==> src/hw/rtl/mas_pkg.sv <==
`timescale 1ns / 1ps
// Shared codes, constants and control structs for the motor arm and speed ramp block.
package mas_pkg;

   // motor states
   localparam logic [2:0] ST_DISARMED = 3'd0;
   localparam logic [2:0] ST_ARMING   = 3'd1;
   localparam logic [2:0] ST_ARMED    = 3'd2;
   localparam logic [2:0] ST_SPINNING = 3'd3;
   localparam logic [2:0] ST_ESTOP    = 3'd4;

   // command codes
   localparam logic [2:0] CMD_TICK      = 3'd0;
   localparam logic [2:0] CMD_ARM       = 3'd1;
   localparam logic [2:0] CMD_DISARM    = 3'd2;
   localparam logic [2:0] CMD_SET_SPEED = 3'd3;
   localparam logic [2:0] CMD_ESTOP     = 3'd4;

   // register indexes (byte address is 4 * index)
   localparam logic [2:0] REG_ARM_DELAY     = 3'd0;
   localparam logic [2:0] REG_RAMP_INTERVAL = 3'd1;
   localparam logic [2:0] REG_RAMP_STEP     = 3'd2;
   localparam logic [2:0] REG_MAX_SPEED     = 3'd3;
   localparam logic [2:0] REG_EXPO          = 3'd4;
   localparam logic [2:0] REG_PULSE_MIN     = 3'd5;
   localparam logic [2:0] REG_PULSE_MAX     = 3'd6;

   localparam int CSR_AW     = 5;
   localparam int REQ_DATA_W = 48;
   localparam int REQ_USER_W = 3;
   localparam int RSP_DATA_W = 32;

   // register reset values
   localparam logic [15:0] RST_ARM_DELAY     = 16'd1000;
   localparam logic [15:0] RST_RAMP_INTERVAL = 16'd50;
   localparam logic [6:0]  RST_RAMP_STEP     = 7'd5;
   localparam logic [6:0]  RST_MAX_SPEED     = 7'd100;
   localparam logic [6:0]  RST_EXPO          = 7'd0;
   localparam logic [15:0] RST_PULSE_MIN     = 16'd1000;
   localparam logic [15:0] RST_PULSE_MAX     = 16'd2000;

   localparam logic [6:0]  FULL_SCALE = 7'd100;
   localparam logic [13:0] LIN_SCALE  = 14'd10000;

   // floor(x / 15625) = (x * RECIP_15625) >> 35, exact for x < 2^21
   localparam logic [21:0] RECIP_15625 = 22'd2199024;
   // floor(x / 100) = (x * RECIP_100) >> 30, exact for x < 2^23
   localparam logic [23:0] RECIP_100   = 24'd10737419;

   typedef struct packed {
      logic load;
      logic eval;
      logic expo_a;
      logic expo_b;
      logic expo_c;
      logic expo_d;
      logic expo_wr;
      logic pulse_mul;
      logic pulse_div;
      logic pulse_wr;
      logic out_load;
   } mas_ctl_type;

   typedef struct packed {
      logic need_expo;
      logic need_pulse;
   } mas_sts_type;

endpackage

==> src/hw/rtl/motor_arm_and_speed_ramp.sv <==
`timescale 1ns / 1ps
// Top level of the motor arm and speed ramp controller.
//
//  channel  | direction | handshake                  | payload
//  req_     | in        | tvalid/tready              | tuser cmd, tdata now/safety/speed request
//  rsp_     | out       | tvalid/tready              | tdata accepted/state/speed/pulse/updated
//  csr_     | in/out    | psel/penable/pwrite/pready | 7 registers at byte address 4*index
//
// A word passes through the evaluate step and the done step, which loads its result
// into the output register; a tick that steps the ramp adds the multiply, reciprocal
// divide and write steps for the pulse width in between, and a set speed that is
// accepted adds the expo multiply chain, its divide and the target write in between.
// The next word is accepted as soon as the controller is idle, even while the
// last result still waits in the output register; a stalled result then holds
// the following word in its last step and blocks further input.
// Synchronous reset restores register defaults and disarms.
module motor_arm_and_speed_ramp (
   input  logic                          clock,
   input  logic                          reset,
   input  logic                          req_tvalid,
   output logic                          req_tready,
   // [31:0] now_ms, [32] safety_ok, [40:33] speed_request, [47:41] zero
   input  logic [mas_pkg::REQ_DATA_W-1:0] req_tdata,
   // [2:0] cmd
   input  logic [mas_pkg::REQ_USER_W-1:0] req_tuser,
   output logic                          rsp_tvalid,
   input  logic                          rsp_tready,
   // [0] accepted, [3:1] motor_state, [10:4] speed_now, [26:11] pulse_width,
   // [27] pulse_updated, [31:28] zero
   output logic [mas_pkg::RSP_DATA_W-1:0] rsp_tdata,
   input  logic                          csr_psel,
   input  logic                          csr_penable,
   input  logic                          csr_pwrite,
   input  logic [mas_pkg::CSR_AW-1:0]    csr_paddr,
   input  logic [31:0]                   csr_pwdata,
   output logic [31:0]                   csr_prdata,
   output logic                          csr_pready
);

   mas_pkg::mas_ctl_type ctl;
   mas_pkg::mas_sts_type sts;
   logic        csr_wr;
   logic        o_acc;
   logic [2:0]  o_state;
   logic [6:0]  o_speed;
   logic [15:0] o_pulse;
   logic        o_upd;

   assign csr_pready = 1'b1;
   assign csr_wr     = csr_psel && csr_penable && csr_pwrite && csr_pready;

   mas_ctrl u_ctrl (
      .clock      (clock),
      .reset      (reset),
      .req_tvalid (req_tvalid),
      .req_tready (req_tready),
      .rsp_tvalid (rsp_tvalid),
      .rsp_tready (rsp_tready),
      .sts        (sts),
      .ctl        (ctl)
   );

   mas_dp u_dp (
      .clock             (clock),
      .reset             (reset),
      .ctl               (ctl),
      .sts               (sts),
      .req_cmd           (req_tuser[2:0]),
      .req_now_ms        (req_tdata[31:0]),
      .req_safety_ok     (req_tdata[32]),
      .req_speed_request (req_tdata[40:33]),
      .csr_wr            (csr_wr),
      .csr_paddr         (csr_paddr),
      .csr_pwdata        (csr_pwdata),
      .csr_prdata        (csr_prdata),
      .rsp_accepted      (o_acc),
      .rsp_motor_state   (o_state),
      .rsp_speed_now     (o_speed),
      .rsp_pulse_width   (o_pulse),
      .rsp_pulse_updated (o_upd)
   );

   assign rsp_tdata = {4'd0, o_upd, o_pulse, o_speed, o_state, o_acc};

endmodule

==> src/hw/rtl/mas_dp.sv <==
`timescale 1ns / 1ps
// Datapath: registers, motor state, expo curve and pulse width arithmetic.
module mas_dp (
   input  logic                      clock,
   input  logic                      reset,
   input  mas_pkg::mas_ctl_type      ctl,
   output mas_pkg::mas_sts_type      sts,
   input  logic [2:0]                req_cmd,
   input  logic [31:0]               req_now_ms,
   input  logic                      req_safety_ok,
   input  logic [7:0]                req_speed_request,
   input  logic                      csr_wr,
   input  logic [mas_pkg::CSR_AW-1:0] csr_paddr,
   input  logic [31:0]               csr_pwdata,
   output logic [31:0]               csr_prdata,
   output logic                      rsp_accepted,
   output logic [2:0]                rsp_motor_state,
   output logic [6:0]                rsp_speed_now,
   output logic [15:0]               rsp_pulse_width,
   output logic                      rsp_pulse_updated
);

   // configuration registers
   logic [15:0] arm_delay_ff, arm_delay_in;
   logic [15:0] ramp_interval_ff, ramp_interval_in;
   logic [6:0]  ramp_step_ff, ramp_step_in;
   logic [6:0]  max_speed_ff, max_speed_in;
   logic [6:0]  expo_ff, expo_in;
   logic [15:0] pulse_min_ff, pulse_min_in;
   logic [15:0] pulse_max_ff, pulse_max_in;

   // motor state
   logic [2:0]  mode_ff, mode_in;
   logic [6:0]  cur_ff, cur_in;
   logic [6:0]  tgt_ff, tgt_in;
   logic [31:0] arm_start_ff, arm_start_in;
   logic [31:0] last_ramp_ff, last_ramp_in;
   logic [15:0] pulse_ff, pulse_in;

   // current word
   logic [2:0]  icmd_ff, icmd_in;
   logic [31:0] now_ff, now_in;
   logic        safe_ff, safe_in;
   logic [7:0]  ireq_ff, ireq_in;
   logic        acc_ff, acc_in;
   logic        upd_ff, upd_in;

   // expo pipeline
   logic [6:0]  s_ff, s_in;
   logic [6:0]  e_ff, e_in;
   logic [13:0] s2_ff, s2_in;
   logic [13:0] lin_a_ff, lin_a_in;
   logic [19:0] s3_ff, s3_in;
   logic [26:0] lin_ff, lin_in;
   logic [26:0] num_ff, num_in;
   logic [7:0]  quo_ff, quo_in;

   // pulse pipeline
   logic [22:0] pm_ff, pm_in;
   logic [15:0] pq_ff, pq_in;

   // result register
   logic        o_acc_ff, o_acc_in;
   logic [2:0]  o_state_ff, o_state_in;
   logic [6:0]  o_speed_ff, o_speed_in;
   logic [15:0] o_pulse_ff, o_pulse_in;
   logic        o_upd_ff, o_upd_in;

   // combinational helpers
   logic        live, run;
   logic [6:0]  step;
   logic [7:0]  up_sum, dn_lim;
   logic [6:0]  ramp_spd;
   logic [31:0] arm_elapsed, ramp_elapsed;
   logic        ramp_due;
   logic [6:0]  lim, e_cap, s_clamp;
   logic [20:0] s3_full;
   logic [26:0] cube;
   logic [42:0] quo_full;
   logic [15:0] range;
   logic [46:0] pq_full;

   always_comb begin
      csr_prdata = 32'd0;
      unique case (csr_paddr[4:2])
         mas_pkg::REG_ARM_DELAY:     csr_prdata = {16'd0, arm_delay_ff};
         mas_pkg::REG_RAMP_INTERVAL: csr_prdata = {16'd0, ramp_interval_ff};
         mas_pkg::REG_RAMP_STEP:     csr_prdata = {25'd0, ramp_step_ff};
         mas_pkg::REG_MAX_SPEED:     csr_prdata = {25'd0, max_speed_ff};
         mas_pkg::REG_EXPO:          csr_prdata = {25'd0, expo_ff};
         mas_pkg::REG_PULSE_MIN:     csr_prdata = {16'd0, pulse_min_ff};
         mas_pkg::REG_PULSE_MAX:     csr_prdata = {16'd0, pulse_max_ff};
         default:                    csr_prdata = 32'd0;
      endcase
   end

   always_comb begin
      arm_delay_in     = arm_delay_ff;
      ramp_interval_in = ramp_interval_ff;
      ramp_step_in     = ramp_step_ff;
      max_speed_in     = max_speed_ff;
      expo_in          = expo_ff;
      pulse_min_in     = pulse_min_ff;
      pulse_max_in     = pulse_max_ff;
      if (csr_wr) begin
         unique case (csr_paddr[4:2])
            mas_pkg::REG_ARM_DELAY:     arm_delay_in     = csr_pwdata[15:0];
            mas_pkg::REG_RAMP_INTERVAL: ramp_interval_in = csr_pwdata[15:0];
            mas_pkg::REG_RAMP_STEP:     ramp_step_in     = csr_pwdata[6:0];
            mas_pkg::REG_MAX_SPEED:     max_speed_in     = csr_pwdata[6:0];
            mas_pkg::REG_EXPO:          expo_in          = csr_pwdata[6:0];
            mas_pkg::REG_PULSE_MIN:     pulse_min_in     = csr_pwdata[15:0];
            mas_pkg::REG_PULSE_MAX:     pulse_max_in     = csr_pwdata[15:0];
            default: ;
         endcase
      end
   end

   // ramp decision for the latched word
   always_comb begin
      live = (mode_ff == mas_pkg::ST_ARMING) || (mode_ff == mas_pkg::ST_ARMED) ||
             (mode_ff == mas_pkg::ST_SPINNING);
      run  = (mode_ff == mas_pkg::ST_ARMED) || (mode_ff == mas_pkg::ST_SPINNING);
      if (ramp_step_ff == 7'd0)
         step = 7'd1;
      else if (ramp_step_ff > mas_pkg::FULL_SCALE)
         step = mas_pkg::FULL_SCALE;
      else
         step = ramp_step_ff;
      up_sum = {1'b0, cur_ff} + {1'b0, step};
      dn_lim = {1'b0, tgt_ff} + {1'b0, step};
      if (tgt_ff > cur_ff)
         ramp_spd = (up_sum < {1'b0, tgt_ff}) ? up_sum[6:0] : tgt_ff;
      else
         ramp_spd = ({1'b0, cur_ff} >= dn_lim) ? (cur_ff - step) : tgt_ff;
      arm_elapsed  = now_ff - arm_start_ff;
      ramp_elapsed = now_ff - last_ramp_ff;
      ramp_due     = (cur_ff != tgt_ff) && (ramp_elapsed > {16'd0, ramp_interval_ff});
      sts.need_expo  = (icmd_ff == mas_pkg::CMD_SET_SPEED) && run;
      sts.need_pulse = (icmd_ff == mas_pkg::CMD_TICK) && run && safe_ff && ramp_due;
   end

   // arithmetic stages
   always_comb begin
      lim      = (max_speed_ff > mas_pkg::FULL_SCALE) ? mas_pkg::FULL_SCALE : max_speed_ff;
      e_cap    = (expo_ff > mas_pkg::FULL_SCALE) ? mas_pkg::FULL_SCALE : expo_ff;
      s_clamp  = (ireq_ff > {1'b0, lim}) ? lim : ireq_ff[6:0];
      s3_full  = {7'd0, s2_ff} * {14'd0, s_ff};
      cube     = {7'd0, s3_ff} * {20'd0, e_ff};
      quo_full = {22'd0, num_ff[26:6]} * {21'd0, mas_pkg::RECIP_15625};
      range    = (pulse_max_ff >= pulse_min_ff) ? (pulse_max_ff - pulse_min_ff) : 16'd0;
      pq_full  = {24'd0, pm_ff} * {23'd0, mas_pkg::RECIP_100};
   end

   always_comb begin
      mode_in      = mode_ff;
      cur_in       = cur_ff;
      tgt_in       = tgt_ff;
      arm_start_in = arm_start_ff;
      last_ramp_in = last_ramp_ff;
      pulse_in     = pulse_ff;
      icmd_in      = icmd_ff;
      now_in       = now_ff;
      safe_in      = safe_ff;
      ireq_in      = ireq_ff;
      acc_in       = acc_ff;
      upd_in       = upd_ff;
      s_in         = s_ff;
      e_in         = e_ff;
      s2_in        = s2_ff;
      lin_a_in     = lin_a_ff;
      s3_in        = s3_ff;
      lin_in       = lin_ff;
      num_in       = num_ff;
      quo_in       = quo_ff;
      pm_in        = pm_ff;
      pq_in        = pq_ff;
      o_acc_in     = o_acc_ff;
      o_state_in   = o_state_ff;
      o_speed_in   = o_speed_ff;
      o_pulse_in   = o_pulse_ff;
      o_upd_in     = o_upd_ff;

      if (ctl.load) begin
         icmd_in = req_cmd;
         now_in  = req_now_ms;
         safe_in = req_safety_ok;
         ireq_in = req_speed_request;
      end

      if (ctl.eval) begin
         acc_in = 1'b1;
         upd_in = 1'b0;
         case (icmd_ff)
            mas_pkg::CMD_TICK: begin
               if (live && !safe_ff) begin
                  mode_in  = mas_pkg::ST_ESTOP;
                  cur_in   = 7'd0;
                  tgt_in   = 7'd0;
                  pulse_in = pulse_min_ff;
                  upd_in   = 1'b1;
               end else if (mode_ff == mas_pkg::ST_ARMING) begin
                  pulse_in = pulse_min_ff;
                  if (arm_elapsed > {16'd0, arm_delay_ff})
                     mode_in = mas_pkg::ST_ARMED;
                  upd_in = 1'b1;
               end else if (run) begin
                  // pulse width follows in the pulse stages
                  if (ramp_due) begin
                     cur_in       = ramp_spd;
                     last_ramp_in = now_ff;
                     mode_in      = (ramp_spd != 7'd0) ? mas_pkg::ST_SPINNING
                                                       : mas_pkg::ST_ARMED;
                     upd_in       = 1'b1;
                  end
               end else begin
                  mode_in  = (mode_ff == mas_pkg::ST_ESTOP) ? mas_pkg::ST_ESTOP
                                                            : mas_pkg::ST_DISARMED;
                  cur_in   = 7'd0;
                  tgt_in   = 7'd0;
                  pulse_in = pulse_min_ff;
                  upd_in   = 1'b1;
               end
            end
            mas_pkg::CMD_ARM: begin
               if ((mode_ff == mas_pkg::ST_DISARMED) && safe_ff) begin
                  mode_in      = mas_pkg::ST_ARMING;
                  arm_start_in = now_ff;
               end else begin
                  acc_in = 1'b0;
               end
            end
            mas_pkg::CMD_DISARM: begin
               mode_in  = mas_pkg::ST_DISARMED;
               cur_in   = 7'd0;
               tgt_in   = 7'd0;
               pulse_in = pulse_min_ff;
               upd_in   = 1'b1;
            end
            mas_pkg::CMD_SET_SPEED: begin
               if (!run)
                  acc_in = 1'b0;
            end
            mas_pkg::CMD_ESTOP: begin
               mode_in  = mas_pkg::ST_ESTOP;
               cur_in   = 7'd0;
               tgt_in   = 7'd0;
               pulse_in = pulse_min_ff;
               upd_in   = 1'b1;
            end
            default: ;
         endcase
      end

      if (ctl.expo_a) begin
         s_in     = s_clamp;
         e_in     = e_cap;
         s2_in    = {7'd0, s_clamp} * {7'd0, s_clamp};
         lin_a_in = {7'd0, s_clamp} * {7'd0, mas_pkg::FULL_SCALE - e_cap};
      end
      if (ctl.expo_b) begin
         s3_in  = s3_full[19:0];
         lin_in = {13'd0, lin_a_ff} * {13'd0, mas_pkg::LIN_SCALE};
      end
      if (ctl.expo_c)
         num_in = lin_ff + cube;
      if (ctl.expo_d)
         quo_in = quo_full[42:35];
      if (ctl.expo_wr)
         tgt_in = (quo_ff > {1'b0, mas_pkg::FULL_SCALE}) ? mas_pkg::FULL_SCALE : quo_ff[6:0];

      if (ctl.pulse_mul)
         pm_in = {16'd0, cur_ff} * {7'd0, range};
      if (ctl.pulse_div)
         pq_in = pq_full[45:30];
      if (ctl.pulse_wr)
         pulse_in = pulse_min_ff + pq_ff;

      if (ctl.out_load) begin
         o_acc_in   = acc_ff;
         o_state_in = mode_ff;
         o_speed_in = cur_ff;
         o_pulse_in = pulse_ff;
         o_upd_in   = upd_ff;
      end
   end

   always_ff @(posedge clock) begin
      if (reset) begin
         arm_delay_ff     <= mas_pkg::RST_ARM_DELAY;
         ramp_interval_ff <= mas_pkg::RST_RAMP_INTERVAL;
         ramp_step_ff     <= mas_pkg::RST_RAMP_STEP;
         max_speed_ff     <= mas_pkg::RST_MAX_SPEED;
         expo_ff          <= mas_pkg::RST_EXPO;
         pulse_min_ff     <= mas_pkg::RST_PULSE_MIN;
         pulse_max_ff     <= mas_pkg::RST_PULSE_MAX;
         mode_ff          <= mas_pkg::ST_DISARMED;
         cur_ff           <= 7'd0;
         tgt_ff           <= 7'd0;
         arm_start_ff     <= 32'd0;
         last_ramp_ff     <= 32'd0;
         pulse_ff         <= mas_pkg::RST_PULSE_MIN;
      end else begin
         arm_delay_ff     <= arm_delay_in;
         ramp_interval_ff <= ramp_interval_in;
         ramp_step_ff     <= ramp_step_in;
         max_speed_ff     <= max_speed_in;
         expo_ff          <= expo_in;
         pulse_min_ff     <= pulse_min_in;
         pulse_max_ff     <= pulse_max_in;
         mode_ff          <= mode_in;
         cur_ff           <= cur_in;
         tgt_ff           <= tgt_in;
         arm_start_ff     <= arm_start_in;
         last_ramp_ff     <= last_ramp_in;
         pulse_ff         <= pulse_in;
      end
   end

   always_ff @(posedge clock) begin
      icmd_ff    <= icmd_in;
      now_ff     <= now_in;
      safe_ff    <= safe_in;
      ireq_ff    <= ireq_in;
      acc_ff     <= acc_in;
      upd_ff     <= upd_in;
      s_ff       <= s_in;
      e_ff       <= e_in;
      s2_ff      <= s2_in;
      lin_a_ff   <= lin_a_in;
      s3_ff      <= s3_in;
      lin_ff     <= lin_in;
      num_ff     <= num_in;
      quo_ff     <= quo_in;
      pm_ff      <= pm_in;
      pq_ff      <= pq_in;
      o_acc_ff   <= o_acc_in;
      o_state_ff <= o_state_in;
      o_speed_ff <= o_speed_in;
      o_pulse_ff <= o_pulse_in;
      o_upd_ff   <= o_upd_in;
   end

   assign rsp_accepted      = o_acc_ff;
   assign rsp_motor_state   = o_state_ff;
   assign rsp_speed_now     = o_speed_ff;
   assign rsp_pulse_width   = o_pulse_ff;
   assign rsp_pulse_updated = o_upd_ff;

endmodule

==> src/hw/rtl/mas_ctrl.sv <==
`timescale 1ns / 1ps
// Controller: sequences one word through evaluate, expo and pulse steps.
module mas_ctrl (
   input  logic                 clock,
   input  logic                 reset,
   input  logic                 req_tvalid,
   output logic                 req_tready,
   output logic                 rsp_tvalid,
   input  logic                 rsp_tready,
   input  mas_pkg::mas_sts_type sts,
   output mas_pkg::mas_ctl_type ctl
);

   localparam logic [3:0] S_IDLE = 4'd0;
   localparam logic [3:0] S_EVAL = 4'd1;
   localparam logic [3:0] S_EXA  = 4'd2;
   localparam logic [3:0] S_EXB  = 4'd3;
   localparam logic [3:0] S_EXC  = 4'd4;
   localparam logic [3:0] S_EXD  = 4'd5;
   localparam logic [3:0] S_EXW  = 4'd6;
   localparam logic [3:0] S_PMUL = 4'd7;
   localparam logic [3:0] S_PDIV = 4'd8;
   localparam logic [3:0] S_PWR  = 4'd9;
   localparam logic [3:0] S_DONE = 4'd10;

   logic [3:0] state_ff, state_in;
   logic       valid_ff, valid_in;
   logic       out_free;

   assign out_free   = !valid_ff || rsp_tready;
   assign req_tready = (state_ff == S_IDLE);
   assign rsp_tvalid = valid_ff;

   always_comb begin
      ctl           = '0;
      ctl.load      = (state_ff == S_IDLE) && req_tvalid;
      ctl.eval      = (state_ff == S_EVAL);
      ctl.expo_a    = (state_ff == S_EXA);
      ctl.expo_b    = (state_ff == S_EXB);
      ctl.expo_c    = (state_ff == S_EXC);
      ctl.expo_d    = (state_ff == S_EXD);
      ctl.expo_wr   = (state_ff == S_EXW);
      ctl.pulse_mul = (state_ff == S_PMUL);
      ctl.pulse_div = (state_ff == S_PDIV);
      ctl.pulse_wr  = (state_ff == S_PWR);
      ctl.out_load  = (state_ff == S_DONE) && out_free;
   end

   always_comb begin
      state_in = state_ff;
      unique case (state_ff)
         S_IDLE: if (req_tvalid) state_in = S_EVAL;
         S_EVAL: begin
            if (sts.need_expo)
               state_in = S_EXA;
            else if (sts.need_pulse)
               state_in = S_PMUL;
            else
               state_in = S_DONE;
         end
         S_EXA:  state_in = S_EXB;
         S_EXB:  state_in = S_EXC;
         S_EXC:  state_in = S_EXD;
         S_EXD:  state_in = S_EXW;
         S_EXW:  state_in = S_DONE;
         S_PMUL: state_in = S_PDIV;
         S_PDIV: state_in = S_PWR;
         S_PWR:  state_in = S_DONE;
         S_DONE: if (out_free) state_in = S_IDLE;
         default: state_in = S_IDLE;
      endcase
   end

   // hold the result word until the sink takes it
   always_comb begin
      valid_in = valid_ff;
      if (ctl.out_load)
         valid_in = 1'b1;
      else if (rsp_tready)
         valid_in = 1'b0;
   end

   always_ff @(posedge clock) begin
      if (reset) begin
         state_ff <= S_IDLE;
         valid_ff <= 1'b0;
      end else begin
         state_ff <= state_in;
         valid_ff <= valid_in;
      end
   end

endmodule

==> config.mk <==
export PLATFORM = sky130hd
export DESIGN_NAME = motor_arm_and_speed_ramp
export DESIGN_NICKNAME = d
export VERILOG_FILES = /design/src/hw/rtl/mas_pkg.sv /design/src/hw/rtl/motor_arm_and_speed_ramp.sv /design/src/hw/rtl/mas_dp.sv /design/src/hw/rtl/mas_ctrl.sv
export SDC_FILE = /design/constraint.sdc
export NUM_CORES = 2
export LEC_CHECK = 0
export BUFFER_PORTS_ARGS = -buffer_cell sky130_fd_sc_hd__buf_2
export CAP_MARGIN = 5
export CORE_UTILIZATION = 30
export CTS_BUF_LIST = sky130_fd_sc_hd__clkbuf_8
export DETAILED_ROUTE_END_ITERATION = 7
export GPL_TIMING_DRIVEN = 0
export PLACE_DENSITY = 0.48
export RECOVER_POWER = 25
export SKIP_LAST_GASP = 1
export SYNTH_ARGS = -nofsm -noshare
export SYNTH_HDL_FRONTEND = slang
export SYNTH_SLANG_ARGS = --single-unit
==> constraint.sdc <==
create_clock -name clock -period 20.2 [get_ports clock]
set_clock_uncertainty 0.1 [all_clocks]
set_input_delay 3.03 -clock clock [delete_from_list [all_inputs] [get_ports clock]]
set_output_delay 3.03 -clock clock [all_outputs]
set_load 0.005 [all_outputs]
==> impl_results.md <==
* Outcome: finished, final reports clean
* Synthesized netlist cell count at 5567
* CTS resizes at 0
* Sequential power share at 14.6%
* Slew @ Worst Pin at 1.444 ns
* Initial DRT Pass Iterations at 5
* Wire per inst at 17.67 µm
* Pin count of the biggest net entering global routing at 37
* RSZ-0062 raised after global routing: false
* Number of global-route vias before repair at 39690
* Worst Path Max Fanout at 10
* Synth Warn # at 0
* Final Worst Setup Slack at 10.87 ns
* Die height at 420.4 µm
* DRC at 0
* CP Data Arrival Time at 9.75 ns
* Post-Syn Area at 52510 µm²
* CTS H-tree lvls at 3
* NetSw at 4.927 mW
* Hold_ws at 0.3343 ns
* P&R area growth vs syn at 10.08%
* Row count at 153
* DR vias at 38484
* Critical path data required time at 20.62 ns
* GRT Total Usage at 16.55%
* Post-CTS Setup Inserts at 0
* Drt total wl at 144700 µm
* CTS Hold Buffers Added at 0
* Kind of start point of the critical path: flop
* Synth async-reset ratio at 0%
* Seq/Total Area, Yosys at 19.99%
* Hold Fails Final Rpt at 0
* Ratio of cells with drive above 1 in the final layout at 5.513%
* Antenna viol nets, final at 0
* Part of the power in combinational logic at 77.0%
* Fin Setup TNS at 0 ns
* HPWL after DPL at 121900 µm
* Global-route wire length before repair at 227800 µm
* Post-Syn Area per Cell at 9.433 µm²
* CTS tree: done
* Clock root cell: clkbuf_8
* CP max-delay cell: o41ai_1
* Clock transition at path regs at 0.07 ns
* Antenna violations before repair at 12
* Initial Util at 30.21%
* Port bufs at 113
* #FFs+latches synth at 412
* Post-synth EDFFs at 225
* Total CTS buffers at 78
* Clk pwr share at 8.4%
* Predominant post-synthesis flop cell: edfxtp_1
* GRT Residual Overflow at 0
* FMAX at 107.2 MHz
* Worst vdd ir at 0.0001851 V
* Power per cell area at 179.2 nW/µm²
* P_int at 5.432 mW
* Number of I/O pins at 162
* Final Critical Period at 9.329 ns
* Final worst path period share at 46.18%
* Crit. End Element: flop
* Post-synthesis cell type count at 87
* Die Wd at 420.4 µm
* Iter 0 DRT Violations at 2038
* Final count of pins violating max slew at 0
* Utilization after layout at 33.26%
* Die area at 176700 µm²
* Max clock buf depth at 3
* Pre-CTS setup slack at 10.96 ns
* R2r worst-path depth at 35
* Overall Power at 10.36 mW
* Number of vias per cell at 4.701
* Slowest cell delay on critical path at 0.64 ns
* Placer Congestion at 0.8793
* Hold path cells at 0
* Crit path kind: reg2reg
* Final Instance Count excl. Fillers at 8187
* Slew HR at 2.995%
* Final setup fails at 0
* Placeable Area at 173800 µm²
* Net Sw Frac at 47.56%
* CTS sink cnt at 412
* Leak at 26.85 nW
* Hold WC Path Type: reg2reg
* Clk_lat worst skew at 0.76 ns
* Area after DPL at 56300 µm²
* Post-Place Cells at 8040
* Max cap viols at 0
* Nets@finish at 7314
* Final Cell Area at 57810 µm²
==> logic make-up (layout without fill, tap and decap cells) <==
logic type	Yosys count	in the layout	synth area share [%]
buffers and inverters	1261	1531	9.259
and+or+nand+nor	1342	1342	12.20
DFF	412	412	19.99
xor gates and xnor gates	201	201	3.352
other	2	27	0.01430
AOI/OAI and AO/OA	859	859	10.78
muxes	65	65	1.322
adders and majority gates	1425	1425	43.08
==> sequential cells by signal, indices dropped and copies added (netlist names), 20 cells and up <==
signal             count
u_dp.arm_start_ff     32
u_dp.num_ff           21
u_dp.lin_ff           23
u_dp.now_ff           32
u_dp.last_ramp_ff     32
u_dp.pm_ff            23
u_dp.s3_ff            20
==> cells in the final DEF, fill, tap and decap left out, drive strengths merged, types with 11 or more instances in the layout <==
master     n
a211oi    27
o21ai    136
nor2b     69
and2     126
a21oi    280
fa       639
or2       15
xor2      51
clkinv    24
or3       31
ha       784
edfxtp   225
and3      45
nor2     256
o31a      11
a31o      12
nand4     57
conb      24
nand2b    41
a31oi     25
nand2    472
nor3     113
mux2i     57
inv     1109
nand3     78
o21a      31
xnor2    150
buf      163
o21bai    31
clkbuf   224
a21o      91
a22o      15
o31ai     42
dfxtp    187
o211ai    43
==> synthesized netlist by cell type, types with 11 or more instances <==
library cell	n	area (µm²)
a211oi_1	26	195.2
a21o_1	91	683.2
a21oi_1	278	1391
a22o_1	15	131.4
a31o_2	12	105.1
a31oi_1	24	150.1
and2_1	126	788.3
and3_1	45	281.5
buf_2	15	75.07
buf_4	23	172.7
clkbuf_1	131	491.7
dfxtp_1	187	3744
edfxtp_1	225	6756
fa_1	639	12790
ha_1	784	9809
inv_1	1082	4061
mux2i_1	57	570.6
nand2_1	472	1772
nand2b_1	41	256.5
nand3_1	78	390.4
nand4_1	57	356.6
nor2_1	256	960.9
nor2b_1	69	431.7
nor3_1	113	565.5
o211ai_1	43	322.8
o21a_1	31	232.7
o21ai_0	129	645.6
o21bai_1	31	232.7
o31a_1	11	96.34
o31ai_1	31	232.7
or2_2	14	87.58
or3_1	31	193.9
xnor2_1	150	1314
xor2_1	51	446.7
==> power by group through the flow <==
stage,combinational [mW],sequential (mW),clock [mW]
after floorplan,6.25,1.45,0
after global placement,7.98,1.54,0
after detailed placement,8.08,1.53,0
after CTS,8.16,1.52,0.904
after global routing,9.31,1.53,0.934
final,7.98,1.51,0.868
==> worst max-delay path, delay by kind of cell, from the launching register on <==
| kind | cells | cell delay, ns |
|---|---|---|
| fa+ha+maj | 7 | 2.85 |
| xor+xnor | 1 | 0.29 |
| buf+inv | 8 | 1.23 |
| flops | 1 | 0.58 |
| simple gates | 4 | 0.41 |
| compound gates | 15 | 3.63 |
==> path summary, 6_finish.rpt <==
kind,slack [ns],start,endpoint
setup / recovery,10.87,u_dp.pulse_min_ff[0],u_dp.pm_ff[22]
hold / removal,0.33,u_dp.pulse_ff[0],u_dp.rsp_pulse_width[0]
setup reg to reg,10.87,u_dp.pulse_min_ff[0],u_dp.pm_ff[22]
hold reg to reg,0.33,u_dp.pulse_ff[0],u_dp.rsp_pulse_width[0]
==> layout make-up <==
type	instances	area, µm²
Clock inverter	60	461.7
Sequential cell	412	10500
Buffer	177	793.3
Tap cell	2325	2909
Antenna cell	3	7.507
Timing Repair Buffer	127	676.9
Clock buffer	83	1142
Multi-Input combinational cell	3916	37250
Fill cell	18229	116000
Inverter	1084	4069
==> layer usage <==
metal	vias up	part of all wire, %	track usage [%]
met2	590	47	27.51
met1	18924	47	22.73
met4	12	2.2	4.179
met5	-	0.052	0
li1	18805	-	-
met3	153	3.5	1.879
No activity file was read; power rests on OpenSTA's default activity.
